File: config.mk
export PLATFORM = sky130hd
export DESIGN_NAME = ppm_stream_decoder_unit
export DESIGN_NICKNAME = d
export VERILOG_FILES = /design/src/design/psd_pkg.sv /design/src/design/psd_scaler.sv /design/src/design/ppm_stream_decoder_unit.sv
export VERILOG_INCLUDE_DIRS = /design/src /design/src/design
export SDC_FILE = /design/constraint.sdc
export NUM_CORES = 1
export LEC_CHECK = 0
export ABC_AREA = 0
export BUFFER_PORTS_ARGS = -buffer_cell sky130_fd_sc_hd__buf_2
export CAP_MARGIN = 10
export CORE_AREA = 2 2 250 154
export DETAILED_ROUTE_END_ITERATION = 6
export DIE_AREA = 0 0 252 156
export GPL_ROUTABILITY_DRIVEN = 0
export PLACE_DENSITY = 0.63
export SLEW_MARGIN = 20
export SYNTH_ARGS = -nofsm -noshare
export SYNTH_HDL_FRONTEND = slang
export SYNTH_SLANG_ARGS = --single-unit
File: constraint.sdc
create_clock -name i_clk -period 16.9 [get_ports i_clk]
set_input_delay 0 -clock i_clk [delete_from_list [all_inputs] [get_ports i_clk]]
set_output_delay 0 -clock i_clk [all_outputs]
set_load 0.005 [all_outputs]
File: src/design/ppm_stream_decoder_unit_defines.svh
// assertion macros for the ppm stream decoder
`ifndef PPM_STREAM_DECODER_UNIT_DEFINES_SVH
`define PPM_STREAM_DECODER_UNIT_DEFINES_SVH

// implication checked on every clock edge outside reset
`define PSD_ASSERT_IMPL(label, clk, rst_n, cond, expr, msg) \
    label: assert property (@(posedge clk) disable iff (!rst_n) (cond) |-> (expr)) \
        else $error(msg);

// next-cycle implication checked on every clock edge outside reset
`define PSD_ASSERT_NEXT(label, clk, rst_n, cond, expr, msg) \
    label: assert property (@(posedge clk) disable iff (!rst_n) (cond) |=> (expr)) \
        else $error(msg);

`endif

File: src/design/psd_pkg.sv
`default_nettype none
package psd_pkg;

    localparam logic [1:0] KIND_HEADER = 2'd0;
    localparam logic [1:0] KIND_PIXEL  = 2'd1;
    localparam logic [1:0] KIND_ERROR  = 2'd2;

    localparam logic [2:0] ERR_MAGIC    = 3'd0;
    localparam logic [2:0] ERR_NUMBER   = 3'd1;
    localparam logic [2:0] ERR_SIZE     = 3'd2;
    localparam logic [2:0] ERR_MAXVAL   = 3'd3;
    localparam logic [2:0] ERR_TOOLARGE = 3'd4;
    localparam logic [2:0] ERR_TRUNC    = 3'd5;

    localparam logic [7:0] CH_P    = 8'h50;
    localparam logic [7:0] CH_6    = 8'h36;
    localparam logic [7:0] CH_3    = 8'h33;
    localparam logic [7:0] CH_HASH = 8'h23;
    localparam logic [7:0] CH_LF   = 8'h0a;
    localparam logic [7:0] CH_0    = 8'h30;

    localparam logic [16:0] ACC_SAT  = 17'd65536;
    localparam logic [14:0] SIDE_CAP = 15'd32767;

    // result word, fields as on the output port
    typedef struct packed {
        logic [2:0]  error_code;
        logic        last_pixel;
        logic [14:0] height_out;
        logic [14:0] width_out;
        logic [7:0]  blue;
        logic [7:0]  green;
        logic [7:0]  red;
        logic [1:0]  result_kind;
    } t_result;

    // divider request
    typedef struct packed {
        logic        start;
        logic [15:0] value;
        logic [15:0] maxval;
    } t_div_req;

    typedef struct packed {
        logic       done;
        logic [7:0] quot;
    } t_div_rsp;

    function automatic logic is_space(input logic [7:0] c);
        return c == 8'd32 || c == 8'd9 || c == 8'd10 || c == 8'd11 ||
               c == 8'd12 || c == 8'd13;
    endfunction

    function automatic logic is_digit(input logic [7:0] c);
        return c >= 8'd48 && c <= 8'd57;
    endfunction

endpackage
`default_nettype wire

File: src/design/psd_scaler.sv
`default_nettype none
// scales v to (v*255 + m/2) / m saturated at 255, restoring division,
// one quotient bit per cycle
module psd_scaler (
    input  wire logic              i_clk,
    input  wire logic              i_rst_n,
    input  wire psd_pkg::t_div_req i_req,
    output psd_pkg::t_div_rsp      o_rsp
);
    import psd_pkg::*;

    logic [24:0] r_num, n_num;
    logic [15:0] r_den, n_den;
    logic [16:0] r_rem, n_rem;
    logic [8:0]  r_quo, n_quo;
    logic [4:0]  r_cnt, n_cnt;
    logic        r_busy, n_busy;
    logic        r_done, n_done;
    logic [16:0] w_trial;
    logic [16:0] w_sh;

    // partial remainder shifted in one numerator bit per cycle
    assign w_sh    = {r_rem[15:0], r_num[24]};
    assign w_trial = w_sh - {1'b0, r_den};

    always_comb begin
        n_num  = r_num;
        n_den  = r_den;
        n_rem  = r_rem;
        n_quo  = r_quo;
        n_cnt  = r_cnt;
        n_busy = r_busy;
        n_done = 1'b0;
        if (i_req.start) begin
            n_den  = (i_req.maxval == 16'd0) ? 16'd1 : i_req.maxval;
            n_num  = ({1'b0, i_req.value, 8'd0} - {9'd0, i_req.value})
                     + {10'd0, n_den[15:1]};
            n_rem  = 17'd0;
            n_quo  = 9'd0;
            n_cnt  = 5'd25;
            n_busy = 1'b1;
        end else if (r_busy) begin
            n_num = {r_num[23:0], 1'b0};
            if (!w_trial[16]) begin
                n_rem = w_trial;
                n_quo = {r_quo[7:0], 1'b1} | {r_quo[8], 8'd0};
            end else begin
                n_rem = w_sh;
                n_quo = {r_quo[7:0], 1'b0} | {r_quo[8], 8'd0};
            end
            n_cnt = r_cnt - 5'd1;
            if (r_cnt == 5'd1) begin
                n_busy = 1'b0;
                n_done = 1'b1;
            end
        end
    end

    always_ff @(posedge i_clk) begin
        if (!i_rst_n) begin
            r_busy <= 1'b0;
            r_done <= 1'b0;
            r_cnt  <= 5'd0;
        end else begin
            r_busy <= n_busy;
            r_done <= n_done;
            r_cnt  <= n_cnt;
        end
        r_num <= n_num;
        r_den <= n_den;
        r_rem <= n_rem;
        r_quo <= n_quo;
    end

    // bit 8 is sticky: any quotient bit above 7 saturates
    assign o_rsp.done = r_done;
    assign o_rsp.quot = r_quo[8] ? 8'hff : r_quo[7:0];
endmodule
`default_nettype wire

File: src/design/ppm_stream_decoder_unit.sv
`default_nettype none
// PPM decoder: one file byte per input word (tuser marks end of stream,
// which carries no byte). Every sample goes through a bit-serial divider,
// and no input byte is taken while it divides; one result word per header,
// pixel or error, held in an output register until taken.
`include "ppm_stream_decoder_unit_defines.svh"
module ppm_stream_decoder_unit #(
    parameter int MAX_SIDE         = 32767,
    parameter int MAX_SAMPLE_LIMIT = 65535
) (
    input  wire logic       i_clk,
    input  wire logic       i_rst_n,
    input  wire logic       s_axis_tvalid,
    output logic            s_axis_tready,
    input  wire logic [7:0] s_axis_tdata,   // data_byte
    input  wire logic       s_axis_tuser,   // end_of_stream
    output logic            m_axis_tvalid,
    input  wire logic       m_axis_tready,
    // result_kind, red, green, blue, width_out, height_out, last_pixel,
    // error_code, 4 zero bits
    output logic [63:0]     m_axis_tdata
);
    import psd_pkg::*;

    localparam logic [16:0] SIDE_LIM = 17'(MAX_SIDE);
    localparam logic [16:0] SAMP_LIM = 17'(MAX_SAMPLE_LIMIT);

    typedef enum logic [13:0] {
        PH_SEEK    = 14'b00000000000001,
        PH_MAGIC   = 14'b00000000000010,
        PH_SKIP_W  = 14'b00000000000100,
        PH_NUM_W   = 14'b00000000001000,
        PH_SKIP_H  = 14'b00000000010000,
        PH_NUM_H   = 14'b00000000100000,
        PH_SKIP_M  = 14'b00000001000000,
        PH_NUM_M   = 14'b00000010000000,
        PH_BIN_HI  = 14'b00000100000000,
        PH_BIN_LO  = 14'b00001000000000,
        PH_TXT_SKP = 14'b00010000000000,
        PH_TXT_NUM = 14'b00100000000000,
        PH_DONE    = 14'b01000000000000,
        PH_ERR     = 14'b10000000000000
    } t_phase;

    t_phase      r_ph, n_ph;
    logic        r_ascii, n_ascii;
    logic        r_cmt, n_cmt;
    logic [16:0] r_acc, n_acc;
    logic [14:0] r_w, n_w, r_h, n_h, r_col, n_col, r_row, n_row;
    logic [15:0] r_max, n_max;
    logic [1:0]  r_ci, n_ci;
    logic [7:0]  r_hi, n_hi, r_red, n_red, r_grn, n_grn;
    logic        r_busy, n_busy;      // waiting on the divider
    logic        r_eos, n_eos;        // sample came from end of stream
    logic        r_ov, n_ov;
    t_result     r_out, n_out;
    t_div_req    w_req;
    t_div_rsp    w_rsp;
    logic        w_acc_in, w_out_free;
    logic [7:0]  c;
    logic [20:0] w_mul;
    logic        w_lastpos;
    logic [15:0] w_samp;

    psd_scaler u_scaler (.i_clk(i_clk), .i_rst_n(i_rst_n), .i_req(w_req), .o_rsp(w_rsp));

    assign w_out_free    = !r_ov || m_axis_tready;
    assign s_axis_tready = !r_busy && w_out_free;
    assign w_acc_in      = s_axis_tvalid && s_axis_tready;
    assign m_axis_tvalid = r_ov;
    assign m_axis_tdata  = {4'b0000, r_out};
    assign c             = s_axis_tdata;
    assign w_mul = {r_acc, 3'b000} + {3'b000, r_acc, 1'b0} + {13'd0, c - CH_0};
    assign w_lastpos = ({1'b0, r_col} + 16'd1 >= {1'b0, r_w}) &&
                       ({1'b0, r_row} + 16'd1 >= {1'b0, r_h});
    // a saturated number scales to 255 just as 65535 does
    assign w_samp = (r_ph == PH_BIN_LO) ? {r_hi, c} :
                    (r_ph == PH_BIN_HI) ? {8'd0, c} :
                    r_acc[16] ? 16'hffff : r_acc[15:0];

    always_comb begin
        n_ph = r_ph; n_ascii = r_ascii; n_cmt = r_cmt; n_acc = r_acc;
        n_w = r_w; n_h = r_h; n_max = r_max; n_col = r_col; n_row = r_row;
        n_ci = r_ci; n_hi = r_hi; n_red = r_red; n_grn = r_grn;
        n_busy = r_busy; n_eos = r_eos; n_out = r_out;
        n_ov = r_ov && !m_axis_tready;
        w_req = '0;
        w_req.maxval = r_max;
        w_req.value  = w_samp;

        if (r_busy && w_rsp.done) begin
            n_busy = 1'b0;
            unique case (r_ci)
                2'd0: begin n_red = w_rsp.quot; n_ci = 2'd1; end
                2'd1: begin n_grn = w_rsp.quot; n_ci = 2'd2; end
                default: begin
                    n_ci = 2'd0;
                    n_out = '0;
                    n_out.result_kind = KIND_PIXEL;
                    n_out.red = r_red; n_out.green = r_grn; n_out.blue = w_rsp.quot;
                    n_out.last_pixel = w_lastpos;
                    n_ov = 1'b1;
                    if ({1'b0, r_col} + 16'd1 >= {1'b0, r_w}) begin
                        n_col = '0; n_row = r_row + 15'd1;
                    end else n_col = r_col + 15'd1;
                    if (w_lastpos) n_ph = PH_DONE;
                end
            endcase
            if (r_eos) begin
                n_eos = 1'b0;
                n_ph = PH_SEEK; n_ascii = 1'b0; n_cmt = 1'b0; n_acc = '0; n_w = '0;
                n_h = '0; n_max = '0; n_col = '0; n_row = '0; n_ci = '0;
                n_hi = '0; n_red = '0; n_grn = '0;
            end
        end else if (w_acc_in) begin
            n_out = '0;
            n_out.result_kind = KIND_ERROR;
            if (s_axis_tuser) begin
                if (r_ph == PH_TXT_NUM && r_ci >= 2'd2 && w_lastpos) begin
                    w_req.start = 1'b1; n_busy = 1'b1; n_eos = 1'b1;
                end else begin
                    if (r_ph != PH_SEEK && r_ph != PH_DONE && r_ph != PH_ERR) begin
                        n_out.error_code = ERR_TRUNC; n_ov = 1'b1;
                    end
                    n_ph = PH_SEEK; n_ascii = 1'b0; n_cmt = 1'b0; n_acc = '0; n_w = '0;
                    n_h = '0; n_max = '0; n_col = '0; n_row = '0; n_ci = '0;
                    n_hi = '0; n_red = '0; n_grn = '0;
                end
            end else begin
                unique case (r_ph)
                    PH_SEEK: begin
                        if (c != CH_P) begin
                            n_out.error_code = ERR_MAGIC; n_ov = 1'b1; n_ph = PH_ERR;
                        end else n_ph = PH_MAGIC;
                    end
                    PH_MAGIC: begin
                        if (c == CH_6 || c == CH_3) begin
                            n_ascii = (c == CH_3); n_cmt = 1'b0; n_ph = PH_SKIP_W;
                        end else begin
                            n_out.error_code = ERR_MAGIC; n_ov = 1'b1; n_ph = PH_ERR;
                        end
                    end
                    PH_SKIP_W, PH_SKIP_H, PH_SKIP_M: begin
                        if (r_cmt) begin
                            if (c == CH_LF) n_cmt = 1'b0;
                        end else if (is_space(c)) begin
                        end else if (c == CH_HASH) n_cmt = 1'b1;
                        else if (!is_digit(c)) begin
                            n_out.error_code = ERR_NUMBER; n_ov = 1'b1; n_ph = PH_ERR;
                        end else begin
                            n_acc = {9'd0, c - CH_0};
                            n_ph = (r_ph == PH_SKIP_W) ? PH_NUM_W :
                                   (r_ph == PH_SKIP_H) ? PH_NUM_H : PH_NUM_M;
                        end
                    end
                    PH_NUM_W, PH_NUM_H, PH_NUM_M: begin
                        if (is_digit(c)) begin
                            n_acc = (w_mul > 21'(ACC_SAT)) ? ACC_SAT : w_mul[16:0];
                        end else if (!is_space(c) && c != CH_HASH) begin
                            n_out.error_code = ERR_NUMBER; n_ov = 1'b1; n_ph = PH_ERR;
                        end else if (r_ph != PH_NUM_M) begin
                            if (r_acc == '0) begin
                                n_out.error_code = ERR_SIZE; n_ov = 1'b1; n_ph = PH_ERR;
                            end else if (r_acc > SIDE_LIM || r_acc > {2'b0, SIDE_CAP}) begin
                                n_out.error_code = ERR_TOOLARGE; n_ov = 1'b1; n_ph = PH_ERR;
                            end else begin
                                if (r_ph == PH_NUM_W) begin
                                    n_w = r_acc[14:0]; n_ph = PH_SKIP_H;
                                end else begin
                                    n_h = r_acc[14:0]; n_ph = PH_SKIP_M;
                                end
                                n_cmt = (c == CH_HASH);
                            end
                        end else if (c == CH_HASH) begin
                            n_out.error_code = ERR_NUMBER; n_ov = 1'b1; n_ph = PH_ERR;
                        end else if (r_acc == '0 || r_acc > SAMP_LIM) begin
                            n_out.error_code = ERR_MAXVAL; n_ov = 1'b1; n_ph = PH_ERR;
                        end else begin
                            n_max = r_acc[15:0]; n_col = '0; n_row = '0; n_ci = '0;
                            n_cmt = 1'b0;
                            n_ph = r_ascii ? PH_TXT_SKP : PH_BIN_HI;
                            n_out = '0;
                            n_out.result_kind = KIND_HEADER;
                            n_out.width_out = r_w; n_out.height_out = r_h;
                            n_ov = 1'b1;
                        end
                    end
                    PH_BIN_HI: begin
                        if (r_max < 16'd256) begin
                            w_req.start = 1'b1; n_busy = 1'b1;
                        end else begin
                            n_hi = c; n_ph = PH_BIN_LO;
                        end
                    end
                    PH_BIN_LO: begin
                        n_ph = PH_BIN_HI; w_req.start = 1'b1; n_busy = 1'b1;
                    end
                    PH_TXT_SKP: begin
                        if (is_space(c)) begin
                        end else if (!is_digit(c)) begin
                            n_out.error_code = ERR_NUMBER; n_ov = 1'b1; n_ph = PH_ERR;
                        end else begin
                            n_acc = {9'd0, c - CH_0}; n_ph = PH_TXT_NUM;
                        end
                    end
                    PH_TXT_NUM: begin
                        if (is_digit(c)) begin
                            n_acc = (w_mul > 21'(ACC_SAT)) ? ACC_SAT : w_mul[16:0];
                        end else if (!is_space(c)) begin
                            n_out.error_code = ERR_NUMBER; n_ov = 1'b1; n_ph = PH_ERR;
                        end else begin
                            n_ph = PH_TXT_SKP; w_req.start = 1'b1; n_busy = 1'b1;
                        end
                    end
                    PH_DONE, PH_ERR: begin
                    end
                    default: begin
                    end
                endcase
            end
            if (!n_ov) n_out = r_out;
        end
    end

    always_ff @(posedge i_clk) begin
        if (!i_rst_n) begin
            r_ph <= PH_SEEK; r_ascii <= 1'b0; r_cmt <= 1'b0; r_acc <= '0;
            r_w <= '0; r_h <= '0; r_max <= '0; r_col <= '0; r_row <= '0;
            r_ci <= '0; r_hi <= '0; r_red <= '0; r_grn <= '0;
            r_busy <= 1'b0; r_eos <= 1'b0; r_ov <= 1'b0;
        end else begin
            r_ph <= n_ph; r_ascii <= n_ascii; r_cmt <= n_cmt; r_acc <= n_acc;
            r_w <= n_w; r_h <= n_h; r_max <= n_max; r_col <= n_col; r_row <= n_row;
            r_ci <= n_ci; r_hi <= n_hi; r_red <= n_red; r_grn <= n_grn;
            r_busy <= n_busy; r_eos <= n_eos; r_ov <= n_ov;
        end
        r_out <= n_out;
    end

    `PSD_ASSERT_IMPL(a_no_take_busy, i_clk, i_rst_n, r_busy, !s_axis_tready,
        "input taken while dividing")
    `PSD_ASSERT_IMPL(a_done_busy, i_clk, i_rst_n, w_rsp.done, r_busy,
        "divider done while idle")
    `PSD_ASSERT_NEXT(a_out_hold, i_clk, i_rst_n, r_ov && !m_axis_tready,
        r_ov && $stable(r_out), "output word lost")
endmodule
`default_nettype wire

Yosys cells after proc, flatten, opt, wreduce, memory -nomap -nowiden
Cells that the tools add are included.
{"block": "word_totals", "register_bits": 271, "inputBits": 13, "out_inout_bits": 66, "word_cells": 407}
{"block": "classes", "reduce_logical": 63, "muxes": 222, "addsub": 11, "magnitude_cmp": 9, "n_eq_ne": 65, "bitwise": 4}
{"cell": "$mux W15", "n": 38}
{"cell": "$mux W14", "n": 25}
{"cell": "$mux W60", "n": 5}
{"cell": "$mux W16", "n": 16}
{"cell": "$mux W56", "n": 4}
{"cell": "$mux W17", "n": 12}
{"cell": "$mux W8", "n": 18}
{"cell": "$mux W57", "n": 2}
{"cell": "$pmux W14 S8", "n": 1}
{"cell": "$mux W1", "n": 66}
{"cell": "$pmux W17 S3", "n": 1}
{"cell": "$mux W25", "n": 2}
{"cell": "$eq A8 B4 Y1 const B", "n": 5}
{"cell": "$ne A3 B3 Y1 const B", "n": 13}
{"cell": "$ne A4 B4 Y1 const B", "n": 9}
{"cell": "$add A15 B1 Y16 const B", "n": 2}
{"cell": "$eq A8 B6 Y1 const B", "n": 4}
{"cell": "$ge A16 B15 Y1", "n": 2}
{"cell": "$add A15 B1 Y15 const B", "n": 2}
{"cell": "$reduce_and A10 Y1", "n": 3}
{"cell": "$reduce_and A9 Y1", "n": 3}
{"cell": "$mux W2", "n": 13}
{"cell": "$add A25 B15 Y25", "n": 1}
{"cell": "$sub A24 B16 Y25", "n": 1}
{"cell": "other kinds (69)", "n": 126}

Logic depth before layout (Yosys ltp)
Gate-level depths: netlist (run 1).
{"block": "depth", "word_depth": 17, "ltp_mapped": 24, "ltp_nobuf": 21}

Modules after synthesis
Synthesis (run 1) repeated with hierarchy kept, for this count alone.
{"block": "unflattened", "cells_unflattened": 1902, "area_unflattened_um2": 17310.4}
{"mod": "ppm_stream_decoder_unit", "area_per_inst_um2": 11848.9, "cells_each": 1314, "seq_area_each_um2": 4564.4, "instances": 1}
{"mod": "psd_scaler", "area_per_inst_um2": 5461.5, "cells_each": 588, "seq_area_each_um2": 1871.8, "instances": 1}

Worst setup path before layout (run 1)
Ideal clock, no wire load.
{"block": "synth_timing", "path_kind": "register to register", "startpoint": "reg r_ph[0]", "endpoint": "reg u_scaler.r_num[23] (data pin)", "t_arrival_ns": 5.092, "setup_ns": 0.268, "path_slack_ns": 11.540, "required_ns": 16.632, "synth_period_minus_slack_ns": 5.360, "n_path_buf": 2, "stages_incl_launch_ff": 24, "cell_sequence": "dfxtp_1 -> or4_1 -> nor2_1 -> nand3_1 -> nor3b_1 -> or2_2 -> clkbuf_1 -> clkbuf_1 -> nand2_1 -> o21ai_0 -> inv_1 -> ha_1 -> ha_1 -> fa_1 -> a21oi_1 -> o2111ai_1 -> nand3_1 -> nand2_1 -> a21oi_1 -> o41ai_1 -> a211o_1 -> a21oi_1 -> xor2_1 -> o21ai_0"}
{"block": "synth_via", "elab_chain_len": 8, "word_cells_on_any_way": 15, "classes_between": "add/sub: 2; eq/ne: 3; mux: 8; reduce/logical: 2"}
{"element": "start: declaration", "line_no": "ppm_stream_decoder_unit.sv:45", "text": "t_phase r_ph, n_ph;"}
{"element": "start signal: assignment", "line_no": "ppm_stream_decoder_unit.sv:232", "text": "r_ph <= n_ph; r_ascii <= n_ascii; r_cmt <= n_cmt; r_acc <= n_acc;"}
{"element": "branches (longest 7 deep; another with $sub A24 B16 Y25)"}
{"element": "$mux W25 (*)", "line_no": "psd_scaler.sv:34", "text": "if (i_req.start) begin"}
{"element": "named net u_scaler.n_num[23]", "line_no": "psd_scaler.sv:12", "text": "logic [24:0] r_num, n_num;"}
{"element": "end signal: assignment", "line_no": "psd_scaler.sv:69", "text": "r_num <= n_num;"}
{"element": "end: declaration", "line_no": "psd_scaler.sv:12"}
Mark *: on every way through the listed nets, which the timed path passes.
A chain may end at the register's enable or synchronous reset.

Worst setup path after layout (run 1)
Ends and elaborated chain as after synthesis.

==> results of run 1 <==
## cell type report
class	count	share of cell area, %
Clock buffer	37	4.14
Clock inverter	13	0.866
Inverter	96	1.98
Multi-Input combinational cell	1383	50.8
Sequential cell	271	35.3
Tap cell	484	3.33
Timing Repair Buffer	106	3.55
## layer usage
metal | routed length (um) | track usage (%) | vias up
met5 | 0 | 0 | -
met4 | 1030 | 4.90 | 0
met3 | 3890 | 5.24 | 78
met2 | 17100 | 30.9 | 518
met1 | 22800 | 35.5 | 6396
li1 | - | - | 6684
## power by group through the flow
| stage | combinational, uW | sequential, uW | clock [uW] |
|---|---|---|---|
| global placement | 302 | 753 | 0 |
| global route | 350 | 744 | 668 |
| floorplan | 241 | 747 | 0 |
| finish | 312 | 740 | 633 |
| CTS | 311 | 740 | 645 |
| detailed placement | 306 | 754 | 0 |
## cells in the mapped netlist (all sizes together), types with 5 or more instances
library cell	instances	area [um^2]
o21bai	7	52.6
nand4	17	106
a22o	18	163
nor4b	5	58.8
nor4	14	87.6
o31ai	18	135
a31o	6	52.6
buf	16	92.6
nor3b	10	75.1
and2	30	188
o21ai	105	526
ha	116	1450
a21boi	28	210
o31a	5	43.8
a31oi	8	50.1
clkbuf	101	379
o211ai	10	75.1
nand4b	8	70.1
nand3	89	445
o2111ai	5	43.8
nor2b	35	219
and3	30	188
a21o	23	173
xor2	30	263
or3	13	81.3
nor2	149	559
o21a	35	263
fa	15	300
nand2b	15	93.8
inv	95	357
a2111oi	5	43.8
xnor2	49	429
a211oi	15	123
nand2	193	724
edfxtp	101	3030
nor3	53	265
or4	14	105
mux2i	56	561
dfxtp	170	3400
a21oi	94	474
## per-stage QoR
stage	std cells	area, um^2
after floorplan	1867	16500
after global placement	2326	17100
after detailed placement	2326	17100
after CTS	2389	18200
after global routing	2390	18200
final	2390	18200
## cell families (layout without fill, tap and decap cells)
family	Yosys count	in the layout	share of synthesized area, %
flops	271	271	39.1
xor+xnor	79	79	4.20
simple gates	694	694	20.8
buf+inv	213	252	5.05
compound gates	418	418	16.7
mux	57	57	3.47
fa+ha+maj	131	131	10.6
other cells	1	4	0.0228
## worst max-delay path by stage
stage,end,cells after the start
floorplan,u_scaler.r_num[23],23
global placement,u_scaler.r_num[23],22
detailed placement,u_scaler.r_num[23],22
CTS,u_scaler.r_num[23],22
global route,u_scaler.r_num[24],21
finish,u_scaler.r_num[23],22
## state kept, by name, summed over array words and instances (netlist names), 2 cells and up
register / count
r_max: 16
r_hi: 8
u_scaler.r_den: 16
r_col: 15
r_ci: 2
m_axis_tdata: 60
r_grn: 8
u_scaler.r_quo: 9
r_red: 8
u_scaler.r_cnt: 5
u_scaler.r_rem: 16
r_row: 15
r_h: 15
u_scaler.r_num: 25
r_ph: 14
r_acc: 17
r_w: 15
## cell usage in the layout (no fill, tap or decap), types with 35 or more instances in the layout
master / n
ha_1: 116
edfxtp_1: 101
nor2_1: 148
xnor2_1: 48
inv_1: 95
nor2b_1: 35
nand2_1: 192
o21a_1: 35
o21ai_0: 105
a21oi_1: 91
buf_2: 73
nor3_1: 53
mux2i_1: 56
nand3_1: 88
dfxtp_1: 170
## worst register-to-register path, stage by stage, from the launching register on
cell       delay (ns)
dfxtp_1          0.37
or4_1            0.60
nor2_1           0.18
nand3_1          0.11
nor3b_1          0.26
buf_4            0.25
or2_2            0.32
nand2_1          0.08
o21ai_0          0.18
inv_1            0.11
ha_1             0.29
ha_1             0.24
fa_1             0.42
a21oi_1          0.27
o2111ai_1        0.24
nand3_1          0.15
nand2_1          0.07
a21oi_1          0.28
o41ai_1          0.20
a211o_1          0.28
a21oi_1          0.18
xor2_1           0.17
o21ai_0          0.09
==> metrics.md, run 1 <==
| Metric | Value |
|---|---|
| Status | completed |
| Endpoints failing hold | 0 |
| Main synth FF type | dfxtp_1 |
| Post-Route Skew | 0.0194 ns |
| CP Data Arrival Time | 5.91 ns |
| Initial antenna violation count | 0 |
| Power share of the clock group | 37.6% |
| Worst reg2reg setup slack | 11.27 ns |
| Reg area | 6440 um^2 |
| Launch point of the worst reg-to-reg path | r_ph[0] |
| Final nets | 2029 |
| Gate power share | 18.5% |
| Sw Ratio | 28.2% |
| Cts hold-fix bufs | 13 |
| Fill count | 3459 |
| Yosys cell types | 79 |
| Yosys warnings | 0 |
| Worst Tran Pin Value | 1.04 ns |
| Max_cap viols | 0 |
| Ports | 79 |
| Clock Tree Buf Depth | 3 |
| First-pass GRT wire length | 71.0 mm |
| Worst Hold Path EP | r_acc[4] |
| Pint | 1210 uW |
| Hold slack | 0.0687 ns |
| Worst Hold Depth | 4 |
| Root buffer cell | clkbuf_16 |
| Worst slack, placed | 11.36 ns |
| Synthesized area per cell | 8.83 um^2 |
| Postcts setup bufs | 0 |
| Critical path cell sequence | or4_1 -> nor2_1 -> nand3_1 -> nor3b_1 -> buf_4 -> or2_2 -> nand2_1 -> o21ai_0 -> inv_1 -> ha_1 -> ha_1 -> fa_1 -> a21oi_1 -> o2111ai_1 -> nand3_1 -> nand2_1 -> a21oi_1 -> o41ai_1 -> a211o_1 -> a21oi_1 -> xor2_1 -> o21ai_0 |
| Layout cells sized above 1 | 8.60% |
| Final setup viols | 0 |
| PostCTS Resize Cnt | 0 |
| Critical path origin | r_ph[0] |
| Post-synth ARST share | 0% |
| Die X | 252 um |
| Pwr per Cell Area | 92.5 nW/um^2 |
| Crit path launch type | register |
| Routed WL per cell | 18.7 um |
| TritonCTS clock tree | yes |
| Post-DRT Antenna Nets | 0 |
| CP most frequent cell | a21oi_1 |
| # diodes | 0 |
| Final core utilization | 49.2% |
| HPWL Detailed | 32.8 mm |
| Hold Path Class | in2reg |
| CTS Buf Count | 27 |
| Avg Vias per Cell | 5.72 |
| RSZ-0062 raised after global routing | no |
| Clock Sink Count | 271 |
| Fin crit share | 33.3% |
| Setup_tns | 0 ns |
| Reg2Reg Depth | 22 |
| Max frequency | 0.178 GHz |
| Die H | 156 um |
| Crit path kind | reg2reg |
| Vias post-DR | 13700 |
| Site Rows | 55 |
| Worst setup EP type | register |
| Synthesis-to-layout area growth | 10.6% |
| Final WS setup | 11.27 ns |
| Max-slew headroom | 30.8% |
| Crit path time final | 5.63 ns |
| Worst path bufs/invs | 2 |
| Post-synth EDFFs | 101 |
| P_sw | 475 uW |
| Leak pwr | 0.00731 uW |
| Seq pwr share | 43.9% |
| CP top delay family | simple AND/OR/NAND/NOR gates |
| TritonRoute pass-1 iters | 5 |
| Core ar. | 37000 um^2 |
| Pins Over Slew Limit | 0 |
| #FFs+latches synth | 271 |
| Total gr overflow | 0 |
| Clock H-tree levels | 1 |
| Multi-input logic area | 9250 um^2 |
| Vias in the first global route | 12800 |
| Worst-Skew Late Latency | 0.57 ns |
| CP max stage cell | or4_1 |
| DIE AREA | 39300 um^2 |
| Critical Path RT | 17.18 ns |
| Mapped Cells | 1864 |
| Hold_sp | s_axis_tdata[4] |
| Post-Route WL | 44.8 mm |
| Port bufs | 74 |
| Worst VDD drop | 0.0000766 V |
| Syn Std Cell Area | 16500 um^2 |
| Residual DRC | 0 |
| GR Util All Layers | 22.6% |
| Largest net degree at the start of global routing | 75 |
| Sequential area share after synthesis | 39.1% |
| 1st-iter DRT viols | 1318 |
| Worst Path Max Fanout | 20 |
| Largest stage delay on the critical path | 0.60 ns |
| R2r endpoint | u_scaler.r_num[23] |
| Reg clk slew, reported paths | 0.06 ns |
| Starting density of the core | 44.5% |
| Final Power | 1690 uW |
Power figures use the tool's default switching activity.
==> inputs of run 2 (changes only) <==
--- a/config.mk
+++ b/config.mk
@@ -13,7 +13,7 @@
 export DETAILED_ROUTE_END_ITERATION = 6
 export DIE_AREA = 0 0 252 156
 export GPL_ROUTABILITY_DRIVEN = 0
-export PLACE_DENSITY = 0.63
+export PLACE_DENSITY = 0.65
 export SLEW_MARGIN = 20
 export SYNTH_ARGS = -nofsm -noshare
 export SYNTH_HDL_FRONTEND = slang
==> constraint.sdc (replaced) <==
create_clock -name i_clk -period 4.85 [get_ports i_clk]
set_input_delay 0 -clock i_clk [delete_from_list [all_inputs] [get_ports i_clk]]
set_output_delay 0 -clock i_clk [all_outputs]
set_load 0.005 [all_outputs]
==> run 2 against run 1 <==
Net effect: utilization is 1.8 points higher; non-clock buffer count is 67 higher; first-iteration DRC count is 17% higher; combinational power grew to 3.6 times the previous value; register-to-register slack worse by 11 ns; sequential power grew to 3.5 times the previous value; sequential share of layout area is 1.3 points lower; maximum frequency is 20% higher; worst hold slack hardly changed; largest cell class unchanged.
==> metrics.md, run 2 (synthesized netlist as in run 1, its figures left out) <==
| Metric | Value |
|---|---|
| First-pass GRT wire length | 74.3 mm (+4.5%) |
| Crit path kind | reg2reg |
| Reg area | 6440 um^2 (unchanged) |
| Post-Route WL | 46.6 mm (+4.0%) |
| Ports | 79 (unchanged) |
| Fill count | 3417 (-1.2%) |
| HPWL Detailed | 34.2 mm (+4.3%) |
| DIE AREA | 39300 um^2 (unchanged) |
| Total gr overflow | 0 (unchanged) |
| Critical Path RT | 5.14 ns (-12.04 ns) |
| CP Data Arrival Time | 4.99 ns (-0.92 ns) |
| CTS Buf Count | 27 (unchanged) |
| Vias post-DR | 14300 (+4.2%) |
| Endpoints failing hold | 0 (unchanged) |
| Vias in the first global route | 13400 (+4.8%) |
| Initial antenna violation count | 0 (unchanged) |
| Multi-input logic area | 9410 um^2 (+1.7%) |
| Leak pwr | 0.00768 uW (+5.0%) |
| Pwr per Cell Area | 310 nW/um^2 (+240%) |
| Post-DRT Antenna Nets | 0 (unchanged) |
| Post-Route Skew | 0.0274 ns (+0.00804 ns) |
| Critical path cell sequence | or4_4 -> nor2_4 -> nand3_2 -> nor3b_4 -> or2_4 -> nand2_1 -> o21ai_2 -> inv_1 -> ha_1 -> ha_1 -> fa_2 -> a21oi_4 -> o2111ai_2 -> nand3_1 -> nand2_1 -> a21oi_2 -> o41ai_4 -> a211o_1 -> a21oi_1 -> xor2_1 -> o21ai_0 |
| Final nets | 2097 (+3.4%) |
| Largest stage delay on the critical path | 0.57 ns (-0.03 ns) |
| Fin crit share | 96.8% (+63 points) |
| Hold Path Class | in2reg |
| Pins Over Slew Limit | 0 (unchanged) |
| Avg Vias per Cell | 5.80 (+1.3%) |
| Worst-Skew Late Latency | 0.58 ns (about the same) |
| Die H | 156 um (unchanged) |
| Clock Sink Count | 271 (unchanged) |
| Max frequency | 0.213 GHz (+20%) |
| GR Util All Layers | 23.6% (+0.96 points) |
| Hold slack | 0.0691 ns (+0.000471 ns) |
| Setup_tns | 0 ns (unchanged) |
| Worst VDD drop | 0.000267 V (+250%) |
| Most frequent cells in the layout | 192 x nand2_1, 170 x dfxtp_1, 147 x nor2_1 |
| Residual DRC | 0 (unchanged) |
| Worst path bufs/invs | 1 (-1) |
| Max FFs per register | 60 (unchanged) |
| Max_cap viols | 0 (unchanged) |
| Crit path time final | 4.70 ns (-0.937 ns) |
| Core ar. | 37000 um^2 (unchanged) |
| Routed WL per cell | 18.9 um (+1.1%) |
| Clock H-tree levels | 1 (unchanged) |
| Largest net degree at the start of global routing | 84 (+12%) |
| Worst setup EP type | register |
| Reg clk slew, reported paths | 0.07 ns (about the same) |
| RSZ-0062 raised after global routing | yes |
| Port bufs | 74 (unchanged) |
| Status | completed |
| Synthesis-to-layout area growth | 14.7% |
| TritonCTS clock tree | yes |
| Root buffer cell | clkbuf_16 |
| Most common cell after layout, fill and taps aside | nand2_1 |
| Worst Tran Pin Value | 0.999 ns (-0.0400 ns) |
| Final setup viols | 0 (unchanged) |
| CP top delay family | simple AND/OR/NAND/NOR gates |
| TritonRoute pass-1 iters | 5 (unchanged) |
| 1st-iter DRT viols | 1542 (+17%) |
| Die X | 252 um (unchanged) |
| Starting density of the core | 44.5% (unchanged) |
| Clock Tree Buf Depth | 3 (unchanged) |
| Layout cells sized above 1 | 12.9% (+4.3 points) |
| Site Rows | 55 (unchanged) |
| Max-slew headroom | 33.4% (+2.7 points) |
| Final Power | 5860 uW (+250%) |
| Crit path launch type | register |
| CP max stage cell | or4_4 |
| Worst Path Max Fanout | 8 (-60%) |
[run 2: cell count changes in the layout (fill, tap and decap cells not counted), sizes merged]
cell         change
buf             +68
clkbuf           -7
clkinv           +5
inv              +3
bufinv           -1
diode            +1
dlygate4sd3      -1
or2              +1
[run 2: final timing paths]
| path | end | cells past startpoint | from | slack (ns) |
|---|---|---|---|---|
| setup / recovery | u_scaler.r_num[23] | 21 | r_ph[0] | 0.15 |
| hold / removal | r_acc[4] | 5 | s_axis_tdata[4] | 0.07 |
| setup reg to reg | u_scaler.r_num[23] | 21 | r_ph[0] | 0.15 |
| hold reg to reg | r_h[2] | 2 | r_h[2] | 0.46 |
[run 2: layer usage]
metal,share of wire (%),GRT usage [%],vias to the layer above,wire length [um]
li1,-,-,6828,-
met1,50,36.7,6778,23200
met2,39,32.7,579,18200
met3,9.1,5.42,68,4230
met4,2.0,5.13,0,933
met5,0,0,-,0
[run 2: metrics by stage]
step | std cells | util [%] | setup WS (ns) | cell area (um^2)
final | 2459 | 51.0 | 0.154 | 18900
after global routing | 2458 | 51.0 | -0.0784 | 18900
after CTS | 2455 | 50.6 | 0.00509 | 18700
after detailed placement | 2391 | 47.8 | -0.135 | 17700
after global placement | 2391 | 47.8 | 0.0154 | 17700
after floorplan | 1867 | - | 0.0168 | 16500
[run 2: worst register-to-register path, delay by kind of cell (launching register included)]
| kind | cells | cell delay, ns |
|---|---|---|
| XOR/XNOR | 1 | 0.16 |
| adder cells (fa/ha/maj) | 3 | 0.92 |
| flip-flops | 1 | 0.32 |
| AND/OR/NAND/NOR | 8 | 1.57 |
| buffers and inverters | 1 | 0.07 |
| AO/OA/AOI/OAI | 8 | 1.35 |
[run 2: final cells by class]
cell class              instances  share of cell area, %
well taps                     484                   3.21
clock buffers                  30                   3.69
multi-input cells            1384                   49.8
flip-flops and latches        271                   34.1
clock inverters                20                  0.974
inverters                      96                   1.91
repair buffers                173                   6.29
diodes                          1                 0.0133
[run 2: timing repair]
| action | CTS | global route |
|---|---|---|
| cloned | 1 | 0 |
| pin swaps | 2 | 9 |
| endpoints found under the setup margin | 5 | 162 |
| setup buffers | 1 | 3 |
| hold buffers | 12 | 0 |
| gates resized for setup | 5 | 24 |
| endpoints found under the hold margin | 42 | 0 |
[run 2: power breakdown]
| part | switching [uW] | internal (uW) |
|---|---|---|
| registers | 88.1 | 2490 |
| logic | 639 | 494 |
| clock network | 985 | 1160 |
| total | 1710 | 4140 |
